### config.mk
export PLATFORM = sky130hd
export DESIGN_NAME = rar_back
export DESIGN_NICKNAME = d
export VERILOG_FILES = /design/src/design/rar_pkg.sv /design/src/design/rar_back.sv
export SDC_FILE = /design/constraint.sdc
export NUM_CORES = 1
export LEC_CHECK = 0
export ABC_CLOCK_PERIOD_IN_PS = 9400
export BUFFER_PORTS_ARGS = -buffer_cell sky130_fd_sc_hd__buf_2
export CAP_MARGIN = 20
export CORE_MARGIN = 8
export CORE_UTILIZATION = 56
export DETAILED_ROUTE_END_ITERATION = 12
export GPL_ROUTABILITY_DRIVEN = 0
export MAX_ROUTING_LAYER = met4
export PLACE_DENSITY = 0.81
export SYNTH_ARGS = -nofsm -noshare
export SYNTH_HDL_FRONTEND = slang
export SYNTH_SLANG_ARGS = --single-unit
### constraint.sdc
create_clock -name clock -period 9.4 [get_ports clock]
set_clock_uncertainty 0.05 [all_clocks]
set_input_delay 1.88 -clock clock [delete_from_list [all_inputs] [get_ports clock]]
set_output_delay 1.88 -clock clock [all_outputs]
set_load 0.05 [all_outputs]
### src/design/rar_pkg.sv
// ----------------------------------------------------------------------------
// rar_pkg: shared types and constants for the rational add-reduce block
// Payload widths, the front-to-back queue entry and the back-end states.
// ----------------------------------------------------------------------------
package rar_pkg;

   localparam int IN_WIDTH_DEF = 16;
   localparam int NUM_W        = 33;
   localparam int DEN_W        = 32;
   // magnitude width wide enough for a sum of two products at the widest input
   localparam int MAG_W        = 65;
   localparam int CNT_W        = 7;   // counts up to MAG_W bit steps
   localparam int QDEPTH       = 2;

   typedef struct packed {
      logic             err;      // zero input denominator
      logic             zero;     // cross sum is zero
      logic             num_neg;
      logic [MAG_W-1:0] num_mag;
      logic             den_neg;
      logic [MAG_W-1:0] den_mag;
   } job_type;

   typedef enum logic [2:0] {
      ST_IDLE,
      ST_LOAD,
      ST_DIV,
      ST_QNUM,
      ST_QDEN,
      ST_DONE
   } state_type;

endpackage

### src/design/rar_back.sv
// ----------------------------------------------------------------------------
// rar_back: reduction engine
// Runs Euclid with a bit-serial restoring divider, then divides both parts
// by the final divisor with the same divider, and holds the result; error and zero-sum jobs skip the division.
// ----------------------------------------------------------------------------
module rar_back import rar_pkg::*; (
   input  logic              clock,
   input  logic              reset,
   input  logic              job_valid,
   output logic              job_ready,
   input  job_type           job,
   output logic              out_valid,
   input  logic              out_ready,
   output logic [NUM_W-1:0]  sum_num,
   output logic [DEN_W-1:0]  sum_den,
   output logic              zero_den_error
);
   state_type        st_ff, st_in;
   job_type          j_ff;
   logic [MAG_W-1:0] dd_ff, dv_ff;      // dividend, divisor magnitudes
   logic             dvn_ff;            // divisor sign
   logic             dds_ff;            // dividend sign
   logic [MAG_W-1:0] rm_ff, qt_ff;      // divider partial remainder, quotient
   logic [CNT_W-1:0] k_ff;
   logic [MAG_W-1:0] qn_ff;
   logic             ov_ff;
   logic [NUM_W-1:0] on_ff;
   logic [DEN_W-1:0] od_ff;
   logic             oe_ff;

   logic [MAG_W:0]   trial;
   logic [MAG_W-1:0] rsh, q_next, r_next;
   logic             num_gt, take, last;

   // signed compare num > den
   always_comb begin
      if (job.num_neg != job.den_neg) num_gt = job.den_neg;
      else if (job.num_neg)           num_gt = job.num_mag < job.den_mag;
      else                            num_gt = job.num_mag > job.den_mag;
   end

   // one restoring step: shift in next dividend bit
   always_comb begin
      rsh    = {rm_ff[MAG_W-2:0], qt_ff[MAG_W-1]};
      trial  = {1'b0, rsh} - {1'b0, dv_ff};
      r_next = trial[MAG_W] ? rsh : trial[MAG_W-1:0];
      q_next = {qt_ff[MAG_W-2:0], ~trial[MAG_W]};
      last   = k_ff == CNT_W'(MAG_W-1);
   end

   assign take      = job_valid && job_ready;
   assign job_ready = (st_ff == ST_IDLE) && (!ov_ff || out_ready);

   always_comb begin
      st_in = st_ff;
      unique case (st_ff)
         ST_IDLE: if (take) st_in = (job.err || job.zero) ? ST_DONE : ST_LOAD;
         ST_LOAD: st_in = ST_DIV;
         ST_DIV:  if (last) st_in = (r_next == '0) ? ST_QNUM : ST_DIV;
         ST_QNUM: if (last) st_in = ST_QDEN;
         ST_QDEN: if (last) st_in = ST_DONE;
         ST_DONE: st_in = ST_IDLE;
         default: st_in = ST_IDLE;
      endcase
   end

   always_ff @(posedge clock) begin
      if (reset) begin
         st_ff <= ST_IDLE;
         ov_ff <= 1'b0;
      end else begin
         st_ff <= st_in;
         if (st_ff == ST_DONE) ov_ff <= 1'b1;
         else if (out_ready)   ov_ff <= 1'b0;
      end
   end

   always_ff @(posedge clock) begin
      unique case (st_ff)
         ST_IDLE: if (take) begin
            j_ff <= job;
            if (num_gt) begin
               dd_ff <= job.num_mag; dv_ff <= job.den_mag; dvn_ff <= job.den_neg;
               dds_ff <= job.num_neg;
            end else begin
               dd_ff <= job.den_mag; dv_ff <= job.num_mag; dvn_ff <= job.num_neg;
               dds_ff <= job.den_neg;
            end
         end
         ST_LOAD: begin
            rm_ff <= '0; qt_ff <= dd_ff; k_ff <= '0;
         end
         ST_DIV: begin
            rm_ff <= r_next; qt_ff <= q_next; k_ff <= k_ff + 1'b1;
            if (last) begin
               k_ff <= '0;
               rm_ff <= '0;
               if (r_next == '0) begin
                  qt_ff <= j_ff.num_mag;
               end else begin
                  // remainder takes dividend sign; divisor becomes new dividend
                  dd_ff <= dv_ff; dv_ff <= r_next;
                  qt_ff <= dv_ff;
                  dds_ff <= dvn_ff;
                  dvn_ff <= dds_ff;
               end
            end
         end
         ST_QNUM: begin
            rm_ff <= r_next; qt_ff <= q_next; k_ff <= k_ff + 1'b1;
            if (last) begin
               qn_ff <= q_next; k_ff <= '0; rm_ff <= '0; qt_ff <= j_ff.den_mag;
            end
         end
         ST_QDEN: begin
            rm_ff <= r_next; qt_ff <= q_next; k_ff <= k_ff + 1'b1;
            if (last) begin
               on_ff <= NUM_W'((j_ff.num_neg ^ dvn_ff) ? (~qn_ff + 1'b1) : qn_ff);
               od_ff <= DEN_W'((j_ff.den_neg ^ dvn_ff) ? (~q_next + 1'b1) : q_next);
               oe_ff <= 1'b0;
            end
         end
         ST_DONE: if (j_ff.err || j_ff.zero) begin
            on_ff <= '0; od_ff <= DEN_W'(1); oe_ff <= j_ff.err;
         end
         default: ;
      endcase
   end

   assign out_valid      = ov_ff;
   assign sum_num        = on_ff;
   assign sum_den        = od_ff;
   assign zero_den_error = oe_ff;

`ifndef SYNTHESIS
   a_busy: assert property (@(posedge clock) disable iff (reset)
      (st_ff != ST_IDLE) |-> !job_ready) else $error("accepted while busy");
   a_hold: assert property (@(posedge clock) disable iff (reset)
      (out_valid && !out_ready) |=> out_valid) else $error("result dropped");
   a_cnt: assert property (@(posedge clock) disable iff (reset)
      (st_ff == ST_DIV) |-> (k_ff < CNT_W'(MAG_W))) else $error("step count");
`endif

endmodule

# Yosys cells after proc, flatten, opt, wreduce, memory -nomap -nowiden
# Cells that the tools add are included.
# word_totals
register_bits	505
wordCells	113
# op_classes
n_reduce_logical	19
eq_ne	13
n_mux	51
add_sub_neg	4
bitwise_logic	5
magnitude_cmp	2
# ops
cell	count
65-bit two-way mux	12
65-bit one-hot mux with 2 select lines	2
65-bit one-hot mux with 4 select lines	1
64-bit one-hot mux with 3 select lines	1
33-bit two-way mux	3
32-bit two-way mux	3
33-bit one-hot mux with 2 select lines	1
65-bit by 65-bit subtractor with 66-bit output	1
65-bit greater-than comparator	1
65-bit zero test	1
65-bit < comparator	1
64-bit two-way mux	1
32-bit one-hot mux with 2 select lines	1
33-bit by 1-bit adder with 33-bit output, second input constant	1
33-bit NOT	1
32-bit by 1-bit adder with 32-bit output, second input constant	1
32-bit NOT	1
7-bit one-hot mux with 3 select lines	1
1-bit two-way mux	15
3-bit two-way mux	5
3-bit one-hot mux with 5 select lines	1
2-bit != test, second input constant	5
4-bit AND reduction	2
7-bit by 1-bit adder with 7-bit output, second input constant	1
other kinds (20)	31

# Logic depth before layout (Yosys ltp)
# logic_depth
word_depth	7
mapped_depth	23

# Least setup slack after synthesis
# No wires, ideal clock.
# synth_timing
path_kind	input to register
start	input port out_ready
end	register dd_ff[0] (enable)
t_required_ps	8848
cell_stages	4
arrival_ps	9990
path_slack_ps	-1143
path_cell_list	nor2b_1 nor4_1 and2_1 o21a_1
# synth_between
elab_chain_len	5
# synth_lines
item	line	source
start, declared	rar_back.sv:13	input logic out_ready,
1-bit logical OR	rar_back.sv:52	assign job_ready = (st_ff == ST_IDLE) && (!ov_ff || out_ready);
1-bit logical AND	rar_back.sv:52	
named net job_ready	rar_back.sv:10	output logic job_ready,
1-bit logical AND	rar_back.sv:51	assign take = job_valid && job_ready;
2-bit != test (no source line)	--	
4-bit AND reduction (no source line)	--	
end signal, assigned	rar_back.sv:83	dd_ff <= job.num_mag; dv_ff <= job.den_mag; dvn_ff <= job.den_neg;
end signal, assigned	rar_back.sv:86	dd_ff <= job.den_mag; dv_ff <= job.num_mag; dvn_ff <= job.num_neg;
end signal, assigned	rar_back.sv:102	dd_ff <= dv_ff; dv_ff <= r_next;
end, declared	rar_back.sv:20	logic [MAG_W-1:0] dd_ff, dv_ff;
# The timed path passes the listed nets, and every way through them passes these cells.
# A chain may end at the register's enable or synchronous reset.

# Worst setup path in the final report
# layout_timing
start	register qt_ff[64]
end	register qt_ff[28], data pin
# layout_between
elab_chain_len	6
# layout_lines
item	line	source
start, declared	rar_back.sv:23	logic [MAG_W-1:0] rm_ff, qt_ff;
start signal, assigned	rar_back.sv:94	rm_ff <= r_next; qt_ff <= q_next; k_ff <= k_ff + 1'b1;
start signal, assigned	rar_back.sv:99	qt_ff <= j_ff.num_mag;
start signal, assigned	rar_back.sv:103	qt_ff <= dv_ff;
65-bit by 65-bit subtractor with 66-bit output	rar_back.sv:45	trial = {1'b0, rsh} - {1'b0, dv_ff};
65-bit two-way mux (*)	rar_back.sv:46	r_next = trial[MAG_W] ? rsh : trial[MAG_W-1:0];
65-bit zero test (*)	rar_back.sv:98	if (r_next == '0) begin
65-bit two-way mux (*)	rar_back.sv:98	
65-bit two-way mux (*)	rar_back.sv:95	if (last) begin
65-bit one-hot mux with 4 select lines (*)	rar_back.sv:79	unique case (st_ff)
# Mark *: on every way between the ends. The rest lies on a longest branch, timed or not.

==> metrics.cfg <==
[status]
status=finished clean

[placement]
placed_cell_area_um2=33000
dp.cells=3948
dpl.hpwl_um=71000
io_buffers=205

[worst_setup_path]
crit_path_end_kind=register
cp_slowest_cell=a2111oi_0
cp-start-kind=register
cpPeakStageDelay_ns=0.90
crit_chain=inv_1, ha_1, inv_1, fa_1, a211oi_1, o21a_1, o31ai_1, a221oi_1, xnor2_1, a2111oi_0, a41oi_1, a2111oi_2, o2111ai_1, or4_1, buf_4, nor2_4, buf_4, o211ai_1
path_class=reg2reg
required_ns=9.67
cp_max_fo=27
rrSetupSlack_ns=2.09
cp.arrival_ns=7.58

[yosys]
ys_types=78
yosys.area_share.simple_pct=14.1
syn_area_um2=31400
synthTopCellsByArea=edfxtp_1 48%, mux2i_1 7.0%, ha_1 5.4%
synth_edf_count=501
syn-num-nets=3432
ys_ff_latch=505
synth-compound-area-share_pct=16.9
yosysTopAreaCell=edfxtp_1
synth_cells=3157
synth_flop_cell=edfxtp_1
synth_top_family_by_area=compound AO/OA/AOI/OAI gates
synthAdderAreaFrac_pct=5.49
syn_area_per_cell_um2=9.94
yosysTopAreaCellShare_pct=47.9
seq_area_frac_synth_pct=48.2
synth_xor_area_share_pct=3.21
yosysWarningCount=0
async_reset_ff_share_pct=0
muxShareOfSynthArea_pct=7.23

[sta]
finalCriticalPeriod_ns=7.31
maxSlewViolCount=0
setup_viol=0
worstMarginPinSlew_ns=1.15
fin_tns_setup_ns=0
rsz0062_at_grt=no
finalCritPeriodShare_pct=77.7
max_slew_margin_pct=23.2
max_freq_mhz=137
hold_viol_final=0

[clocking]
cts_tree=done
clock_latency_ns=0.63
cts_setup_buffers=0
cts_buffers=52
clkTransAtPathRegs_ns=0.06
cts_sinks=505
cts_buffer_depth=3
cts_resized=0
cts_max_level=2
cts_root_buffer=clkbuf_16
holdBufCountCts=0

[detailed_routing]
firstDrtPassIters=6
vias=27200
wl_met3_um=15900
detail-route-antenna-nets=0
wl_um=101000
met1Wirelength_um=37400
wl_met2_um=43100
via_per_inst=6.70
drt_iter0_drc=4315
routed.top_layer=met4
drc=0
wl_per_cell_um=24.9

[global_routing]
grt_pass1_vias=25100
grt_pass1_wl_um=151000
antenna_found_initial=16
grt_use_total_pct=31.3
grt_max_degree=86
grt-ovfl-total=0

[final_layout]
areaGrowthSynthToFinish_pct=10.3
fin_cells=4062
fillerInstances=4414
design_area_um2=34600
layout_commonest_cell=edfxtp_1
nets=3529
drive_gt1_share_pct=11.0
final_cell_mix=501 x edfxtp_1, 377 x nor2_1, 240 x a21oi_1

[floorplanning]
die_y_um=253
top_level_ports=206
start_util_pct=56.8
fp.dieW_um=253
std_cell_rows=86
die_area_um2=63900
core-area_um2=55300

[power_and_ir_drop]
ir_drop_mv=0.136
power_mw=9.15
powerDensity_nw_per_um2=264
p_leak_nw=13.7

[job]
max_cap_viol_count=0

[worst_hold_path]
hold_path_class=reg2reg

[flip-flops by register name (all words and copies together) (netlist names)]
signal,flops
j_ff,134
k_ff,7
sum_den,32
sum_num,33
dd_ff,65
zero_den_error,1
dvn_ff,1
out_valid,1
rm_ff,64
dv_ff,65
st_ff,3
dds_ff,1
qt_ff,65
qn_ff,33
[synthesized netlist by cell type, drive strengths merged (10+ instances only)]
cell type,instances
nor3,48
or3,25
o31ai,15
ha,136
clkbuf,152
a221o,33
a21oi,241
edfxtp,501
o21ai,216
xnor2,65
o21a,19
and2,11
nand4,87
xor2,50
buf,52
o211ai,104
nor2b,10
inv,190
nand3,56
a21o,60
a211oi,17
nand2,198
nand3b,30
a31oi,40
nor2,380
nand2b,15
nor4,37
mux2i,221
or4,16
[layout make-up]
type | count | area [um^2] | area share [%]
Tap cell | 748 | 936 | 2.70
Sequential cell | 505 | 15100 | 43.7
Antenna cell | 20 | 50.0 | 0.145
Clock buffer | 66 | 1350 | 3.91
Clock inverter | 28 | 235 | 0.679
Multi-Input combinational cell | 2258 | 14900 | 42.9
Timing Repair Buffer | 247 | 1350 | 3.90
Inverter | 190 | 713 | 2.06
[cell families after synthesis]
kind of cell,Yosys count
and+or+nand+nor,943
xor gates and xnor gates,115
muxes,226
buffers and inverters,394
adders and majority gates,137
DFF,505
AOI/OAI and AO/OA,837
[routing by layer]
layer	GRT usage, %	vias up
met1	41.8	12700
li1	-	12000
met5	-	-
met3	8.31	313
met2	44.7	2131
met4	13.6	0
[report_power, final]
group          leakage, nW  switching [mW]  internal (mW)  total (mW)
clock network        0.780           0.891           1.10        1.99
logic                 8.20            2.53           1.19        3.72
registers             4.75           0.354           3.08        3.44
total                 13.7            3.77           5.38        9.15
[stage by stage]
stage,utilization [%],worst slack [ns],hold slack [ns]
floorplan,-,0.330,0.371
global placement,59.6,2.41,0.450
detailed placement,59.6,2.50,0.442
CTS,62.5,2.46,0.456
global route,62.6,2.09,0.486
finish,62.6,2.09,0.464
[critical path: cells and delay by family (launching register included)]
| family | cells | cell delay [ns] |
|---|---|---|
| AOI/OAI and AO/OA | 9 | 3.52 |
| xor gates and xnor gates | 1 | 0.22 |
| buffers and inverters | 4 | 0.93 |
| adders and majority gates | 2 | 0.59 |
| DFF | 1 | 0.58 |
| and+or+nand+nor | 2 | 1.08 |
[path summary, 6_finish.rpt]
kind               endpoint  cells past startpoint       from
hold reg to reg    qn_ff[1]                      0   qt_ff[0]
setup / recovery  qt_ff[28]                     18  qt_ff[64]
hold / removal     qn_ff[1]                      0   qt_ff[0]
setup reg to reg  qt_ff[28]                     18  qt_ff[64]
Power figures use the tool's default switching activity.
