### src/design/rar_pkg.sv
// ----------------------------------------------------------------------------
// rar_pkg: shared types and constants for the rational add-reduce block
// Payload widths, the front-to-back queue entry and the back-end states.
// ----------------------------------------------------------------------------
package rar_pkg;

   localparam int IN_WIDTH_DEF = 16;
   localparam int NUM_W        = 33;
   localparam int DEN_W        = 32;
   // magnitude width wide enough for a sum of two products at the widest input
   localparam int MAG_W        = 65;
   localparam int CNT_W        = 7;   // counts up to MAG_W bit steps
   localparam int QDEPTH       = 2;

   typedef struct packed {
      logic             err;      // zero input denominator
      logic             zero;     // cross sum is zero
      logic             num_neg;
      logic [MAG_W-1:0] num_mag;
      logic             den_neg;
      logic [MAG_W-1:0] den_mag;
   } job_type;

   typedef enum logic [2:0] {
      ST_IDLE,
      ST_LOAD,
      ST_DIV,
      ST_QNUM,
      ST_QDEN,
      ST_DONE
   } state_type;

endpackage

### src/design/rar_front.sv
// ----------------------------------------------------------------------------
// rar_front: input stage
// Registers an item, forms the cross products and sum, classifies it, and
// pushes a job into a small queue toward the back end.
// ----------------------------------------------------------------------------
module rar_front import rar_pkg::*; #(
   parameter int IN_WIDTH = IN_WIDTH_DEF
) (
   input  logic                clock,
   input  logic                reset,
   input  logic                in_valid,
   output logic                in_ready,
   input  logic [IN_WIDTH-1:0] a_num,
   input  logic [IN_WIDTH-1:0] a_den,
   input  logic [IN_WIDTH-1:0] b_num,
   input  logic [IN_WIDTH-1:0] b_den,
   output logic                job_valid,
   input  logic                job_ready,
   output job_type             job
);
   localparam int PW = 2*IN_WIDTH;

   // stage 1: input register with magnitudes
   logic                s1_ff, s1_in;
   logic [IN_WIDTH-1:0] an_ff, ad_ff, bn_ff, bd_ff;
   logic [3:0]          sg_ff;
   // stage 2: products
   logic                s2_ff, s2_in;
   logic [PW-1:0]       p1_ff, p2_ff, pd_ff;
   logic                p1n_ff, p2n_ff, pdn_ff, err_ff;
   // queue
   job_type             q_ff [QDEPTH];
   logic [1:0]          cnt_ff;
   logic                wp_ff, rp_ff;

   logic                push, pop, adv2, adv1;
   job_type             nj;
   logic [MAG_W-1:0]    m1, m2;

   function automatic logic [IN_WIDTH-1:0] mag(input logic [IN_WIDTH-1:0] v);
      mag = v[IN_WIDTH-1] ? (~v + 1'b1) : v;
   endfunction

   assign pop       = job_valid && job_ready;
   assign push      = s2_ff && (cnt_ff != 2'(QDEPTH) || pop);
   assign adv2      = !s2_ff || push;
   assign adv1      = !s1_ff || adv2;
   assign in_ready  = adv1;
   assign s1_in     = (in_valid && in_ready) ? 1'b1 : (adv2 ? 1'b0 : s1_ff);
   assign s2_in     = adv2 ? s1_ff : s2_ff;
   assign job_valid = cnt_ff != 2'd0;
   assign job       = q_ff[rp_ff];

   always_ff @(posedge clock) begin
      if (reset) begin
         s1_ff <= 1'b0;
         s2_ff <= 1'b0;
         cnt_ff <= 2'd0;
         wp_ff <= 1'b0;
         rp_ff <= 1'b0;
      end else begin
         s1_ff <= s1_in;
         s2_ff <= s2_in;
         cnt_ff <= cnt_ff + 2'(push) - 2'(pop);
         if (push) wp_ff <= ~wp_ff;
         if (pop)  rp_ff <= ~rp_ff;
      end
   end

   always_ff @(posedge clock) begin
      if (in_valid && in_ready) begin
         an_ff <= mag(a_num);
         ad_ff <= mag(a_den);
         bn_ff <= mag(b_num);
         bd_ff <= mag(b_den);
         sg_ff <= {a_num[IN_WIDTH-1], a_den[IN_WIDTH-1],
                   b_num[IN_WIDTH-1], b_den[IN_WIDTH-1]};
      end
      if (adv2 && s1_ff) begin
         p1_ff  <= PW'(an_ff) * PW'(bd_ff);
         p2_ff  <= PW'(bn_ff) * PW'(ad_ff);
         pd_ff  <= PW'(ad_ff) * PW'(bd_ff);
         p1n_ff <= sg_ff[3] ^ sg_ff[0];
         p2n_ff <= sg_ff[1] ^ sg_ff[2];
         pdn_ff <= sg_ff[2] ^ sg_ff[0];
         err_ff <= (ad_ff == '0) || (bd_ff == '0);
      end
      if (push) q_ff[wp_ff] <= nj;
   end

   // signed add of the two products in sign-magnitude form
   always_comb begin
      m1 = MAG_W'(p1_ff);
      m2 = MAG_W'(p2_ff);
      nj.err     = err_ff;
      nj.den_neg = pdn_ff;
      nj.den_mag = MAG_W'(pd_ff);
      if (p1n_ff == p2n_ff) begin
         nj.num_mag = m1 + m2;
         nj.num_neg = p1n_ff;
      end else if (m1 >= m2) begin
         nj.num_mag = m1 - m2;
         nj.num_neg = p1n_ff;
      end else begin
         nj.num_mag = m2 - m1;
         nj.num_neg = p2n_ff;
      end
      nj.zero = nj.num_mag == '0;
      if (nj.zero) nj.num_neg = 1'b0;
   end

`ifndef SYNTHESIS
   a_qbound: assert property (@(posedge clock) disable iff (reset)
      cnt_ff <= 2'(QDEPTH)) else $error("queue overflow");
   a_nopush_full: assert property (@(posedge clock) disable iff (reset)
      (cnt_ff == 2'(QDEPTH) && !pop) |-> !push) else $error("push into full queue");
   a_valid_cnt: assert property (@(posedge clock) disable iff (reset)
      job_valid == (cnt_ff != 2'd0)) else $error("job valid mismatch");
`endif

endmodule

### config.mk
export PLATFORM = sky130hd
export DESIGN_NAME = rar_front
export DESIGN_NICKNAME = d
export VERILOG_FILES = /design/src/design/rar_pkg.sv /design/src/design/rar_front.sv
export SDC_FILE = /design/constraint.sdc
export NUM_CORES = 2
export LEC_CHECK = 0
export BUFFER_PORTS_ARGS = -buffer_cell sky130_fd_sc_hd__buf_2
export CAP_MARGIN = 20
export CORE_ASPECT_RATIO = 1.1
export CORE_MARGIN = 3
export CORE_UTILIZATION = 55
export CTS_CLUSTER_SIZE = 40
export DETAILED_ROUTE_END_ITERATION = 6
export GPL_ROUTABILITY_DRIVEN = 0
export PLACE_DENSITY_LB_ADDON = 0.15
export SYNTH_ARGS = -nofsm -noshare
export SYNTH_HDL_FRONTEND = slang
export SYNTH_SLANG_ARGS = --single-unit
### constraint.sdc
create_clock -name clock -period 6.9 [get_ports clock]
set_clock_uncertainty 0.2 [all_clocks]
set_input_delay 0.69 -clock clock [delete_from_list [all_inputs] [get_ports clock]]
set_output_delay 0.69 -clock clock [all_outputs]
set_load 0.02 [all_outputs]
## Yosys cells after proc, flatten, opt, wreduce, memory -nomap -nowiden

Memories as Yosys holds them, arrays and structs flattened. A register that Yosys moved wholly into a read port is not among the register bits.
Cells that the tools add are included.

- Add/sub/neg operators: 9
- Multipliers: 3
- Order comparisons: 1
- Equality and inequality tests: 2
- Multiplexer cells: 13
- Bitwise gates (word level): 9
- Reduce and logical (&&, ||, !) cells: 15

Operators with widths:

| operator | count |
|---|---|
| $mux 66 | 2 |
| $mul 16x16->32 | 3 |
| $sub 32x32->33 | 2 |
| $logic_not 65->1 | 1 |
| $add 16x1->16 const B | 4 |
| $not 16->16 | 4 |
| $mux 15 | 4 |
| $add 32x32->33 | 1 |
| $ge 32x32->1 | 1 |
| $logic_not 16->1 | 2 |
| $mux 1 | 7 |
| $logic_and 1x1->1 | 4 |
| $logic_or 1x1->1 | 4 |
| $reduce_bool 2->1 | 2 |
| $xor 1x1->1 | 3 |
| $add 2x1->2 | 1 |
| $logic_not 1->1 | 2 |
| $ne 2x2->1 const B | 1 |
| $not 1->1 | 2 |
| $sub 2x1->2 | 1 |
| $eq 1x1->1 | 1 |

- Bits in registers: 174
- RAM bits: 202
- Bits of input ports: 68
- Output and inout port bits: 136
- Memories: 1

Memory list:

| memory | depth | bits a word | rd ports | clocked after memory_dff | wr ports | line | source |
|---|---|---|---|---|---|---|---|
| q_ff | 2 | 101 | 1 | 1 | 1 | rar_front.sv:32 | `job_type q_ff [QDEPTH];` |

## Longest topological paths before layout

- Depth in word-level cells: 8
- Mapped depth: 26
- Gate-level depth less buffers: 25

## Worst setup path before layout

OpenSTA, ideal clock, no wires.

- Kind: register to register
- From: register an_ff[10]
- To: register p1_ff[30] (data pin)
- Library setup time: 0.258 ns
- Arrival: 6.122 ns
- Required time: 6.442 ns
- Slack: 0.321 ns
- Cell stages (with the launch flop): 24
- Clock period less this slack: 6.579 ns
- Path through: edfxtp_1 > clkbuf_1 > nand2_1 > fa_1 > fa_1 > fa_1 > fa_1 > inv_1 > fa_1 > inv_1 > fa_1 > inv_1 > ha_1 > a21o_1 > a21oi_1 > o21bai_1 > a21oi_1 > nor2b_1 > a311oi_1 > o31ai_1 > o41a_1 > a211o_1 > a21oi_1 > xnor2_1

- Word-level cells in the longest chain between the ends: 1

Ends and longest elaborated chain:

| item | line | source |
|---|---|---|
| start: declaration | rar_front.sv:25 | `logic [IN_WIDTH-1:0] an_ff, ad_ff, bn_ff, bd_ff;` |
| start signal: assignment | rar_front.sv:72 | `an_ff <= mag(a_num);` |
| $mul 16x16->32 | rar_front.sv:80 | `p1_ff <= PW'(an_ff) * PW'(bd_ff);` |
| end signal: assignment | rar_front.sv:80 |  |
| end: declaration | rar_front.sv:29 | `logic [PW-1:0] p1_ff, p2_ff, pd_ff;` |

No other way between the ends.
A chain may end at the register's enable or synchronous reset.

## Worst setup path after layout

- From: register bd_ff[4]
- To: register p1_ff[28] (data pin)

- Word-level cells in the longest chain between the ends: 1

Ends and longest elaborated chain:

| item | line | source |
|---|---|---|
| start: declaration | rar_front.sv:25 |  |
| start signal: assignment | rar_front.sv:75 | `bd_ff <= mag(b_den);` |
| $mul 16x16->32 | rar_front.sv:80 |  |

No other way between the ends.

==> results.md <==
- The run finished with clean final reports.
- The sequential cells in the finished layout cover a total of 9393 um2.
- From synthesis to final layout, the design area changed by 8.967%.
- The netlist uses slightly above 100 different library cells.
- The via total after detailed routing is 30750.
- Using the TritonRoute via totals, the vias-per-cell ratio works out to between 5 and 6.
- The reg-to-reg critical path startpoint is bd_ff[4].
- The count of input and output buffers is 170.
- The worst hold path begins at b_den[0].
- The count of nets left with antenna violations once routing finished came out at 0.
- Along the worst path, the maximum fanout reaches 17.
- The fraction of the yosys area taken by sequential cells is 22.04%.
- The worst slew margin relative to its limit is 32.26%.
- The per-instance average area after synthesis is 9.753 um2.
- The peak clock frequency supported by timing is between 150 and 200 MHz.
- The count of synthesis-stage warnings from yosys is 0.
- The minimum clock period after layout is 6665 ps.
- The width of the chip is between 200 and 300 um.
- Clock-pin slew was measured on the worst setup and hold paths at 60 ps.
- The total area inside the core boundary comes to 76390 um2.
- The final hold slack is 159.7 ps.
- CTS built an H-tree with a depth of 2.
- The post-layout instance area is 46420 um2.
- The initial utilization of the core area, before any placement, comes to 55.76%.
- Clock tree synthesis found a total of 315 sinks.
- At the end of the flow, the number of nets in the layout was 5596.
- The clock latency of the later-clocked register in the worst-skew pair is 560 ps.
- The number of hold violations in the final report was 0.
- The sort of element at the end of the critical path is a register.
- In the routed design, unresolved DRC markers number 0.
- The global-route congestion overflow total is 0.
- The worst setup path category is reg2reg.
- The area of the multi-input gates is 29170 um2.
- Entering global routing, the biggest net connects 71 pins.
- The period utilization is 96.60%.
- The vertical die dimension is 297.9 um.
- The first detailed-routing pass ran for 5 iterations.
- The floorplan has 106 rows.
- For flop-to-flop paths, the worst setup slack is 230 ps.
- Global routing used 26.63% of the available tracks across all layers.
- The root buffer cell is clkbuf_16.
- The count of fill cells added during filler insertion is 6512.
- The library cell used most frequently in the layout, excluding fill and tap cells, is inv_1.
- In this run, the number of DRC markers left after iteration 0 of detailed routing was 2437.
- The first global-routing pass estimated about 170000 um of wire.
- The slew of the pin with the lowest slew margin is 1016 ps.
- Leaving out fill and tap cells, the most frequent cells in the layout are 788 x inv_1, 585 x fa_1, 529 x nand2_1.
- The via count of the first global-routing pass came to 31280.
- The die covers 80830 um2.
- The number of hold buffers added after cts is 0.
- The number of synthesized flops with an enable pin is 308.
- The detail-routed net length per standard cell is 19.10 um.
- Summed over all nets, the half-perimeter wirelength after detailed placement is roughly 86000 um.
- The clock tree from TritonCTS is done.
- Across the run, the number of max-cap violations was 0.
- The post-route netlist has a little under an eighth of its cells at a drive strength greater than 1.
- The most critical setup path has its startpoint at bd_ff[4].
- The clock passes through at most 3 buffers.
- After synthesis the netlist holds a flip-flop and latch count of 315.
- The cell count after synthesis came out at 4368.
- The initial antenna violation count is 3.
- The classification of the worst-slack hold path is in2reg.
- At the worst endpoint, the arrival time is 6760 ps.
- The worst setup path is launched from a register.
- For the worst setup path, the data required time is 6990 ps.
- The routed design has about 110000 um of wire.
- For this run, the leading register cell type out of synthesis is edfxtp_1.
- The CTS buffer count is 36.
- The number of pins exceeding their max-slew limit in the final report came to 0.
- Summing every instance area after synthesis gives 42600 um2.
- The count of pins on the block boundary is 204.
- For this run, asynchronously set or reset flops after synthesis account for 0%.
- The standard cell area after detailed placement is 44970 um2.
- Setup violations remaining at the end of the flow were counted as 0.
## cells by family (layout without fill, tap and decap cells)
| kind of cell | after synthesis | count (layout) | synth area share [%] |
|---|---|---|---|
| adders and majority gates | 998 | 998 | 39.62 |
| muxes | 84 | 84 | 2.188 |
| other | 1 | 35 | 0.008803 |
| and+or+nand+nor | 1236 | 1236 | 14.39 |
| DFF | 315 | 315 | 22.04 |
| buffers and inverters | 1038 | 1191 | 10.07 |
| xor gates and xnor gates | 170 | 170 | 3.495 |
| AOI/OAI and AO/OA | 526 | 526 | 8.192 |
## per-stage QoR
| step | util (%) | setup TNS, ps | instances | setup WS (ps) |
|---|---|---|---|---|
| after floorplan | - | 0 | 4400 | 320.8 |
| after global placement | 58.87 | 0 | 5493 | 179.0 |
| after detailed placement | 58.87 | 0 | 5493 | 116.6 |
| after CTS | 60.34 | 0 | 5554 | 79.16 |
| after global routing | 60.76 | -53.29 | 5579 | -21.25 |
| final | 60.76 | 0 | 5581 | 234.7 |
## cell type report
type	count	share of cell area, %
inverter	791	6.396
sequential	315	20.23
timing repair buffer	339	5.329
tap	1026	2.765
antenna	2	0.01078
clock buffer	44	2.005
multi-input combinational	3047	62.85
clock inverter	17	0.4124
## cells in the mapped netlist, types with 49 or more instances
cell type | n | area, um2
buf_4 | 69 | 518.0
nand2_1 | 529 | 1986
nor2_1 | 124 | 465.5
and2_1 | 373 | 2333
ha_1 | 413 | 5167
o21ai_0 | 71 | 355.3
inv_1 | 788 | 2958
clkbuf_1 | 153 | 574.3
fa_1 | 585 | 11710
o21bai_1 | 49 | 367.9
edfxtp_1 | 308 | 9249
mux2_2 | 71 | 799.5
a21oi_1 | 169 | 845.8
xnor2_1 | 130 | 1139
## state kept, by name, summed over array words and instances, names as in the netlist, 2 cells and up, named ones only
| signal | count |
|---|---|
| ad_ff | 16 |
| pd_ff | 32 |
| an_ff | 16 |
| p2_ff | 32 |
| q_ff | 140 |
| bn_ff | 16 |
| sg_ff | 4 |
| p1_ff | 32 |
| cnt_ff | 2 |
| bd_ff | 16 |
## layer usage
layer,wire [um],part of all wire (%),track usage (%),vias to the layer above
li1,-,-,-,14170
met1,46790,44,37.65,15200
met2,48130,45,42.07,1180
met3,8071,7.6,4.599,197
met4,3575,3.4,8.344,2
met5,12,0.011,0,-
## path summary, 6_finish.rpt
| kind | cells after the start | to |
|---|---|---|
| hold reg to reg | 0 | q_ff[0][3] |
| setup reg to reg | 23 | p1_ff[28] |
| setup / recovery | 23 | p1_ff[28] |
| hold / removal | 1 | bd_ff[0] |
## what timing repair did
action | CTS | global route
buffers inserted | 0 | 24
gates resized for setup | 0 | 18
setup endpoints to repair | 0 | 19
hold endpoints to repair | 0 | 0
## critical path, stage by stage (launching register included)
cell,delay [ps]
edfxtp_1,430
buf_12,190
and2_1,160
fa_1,530
inv_1,50
fa_1,480
fa_1,540
inv_1,60
fa_1,490
fa_1,490
inv_1,50
fa_1,480
inv_1,40
ha_1,340
a21o_1,200
a21o_1,170
a21oi_1,210
nor2_1,60
a21oi_1,170
o31ai_2,110
o41a_1,450
a21oi_1,240
o21ai_0,140
xnor2_1,150
Power is not shown: default switching activity piles up to over one toggle a cycle in this logic, so the estimate is an artifact.
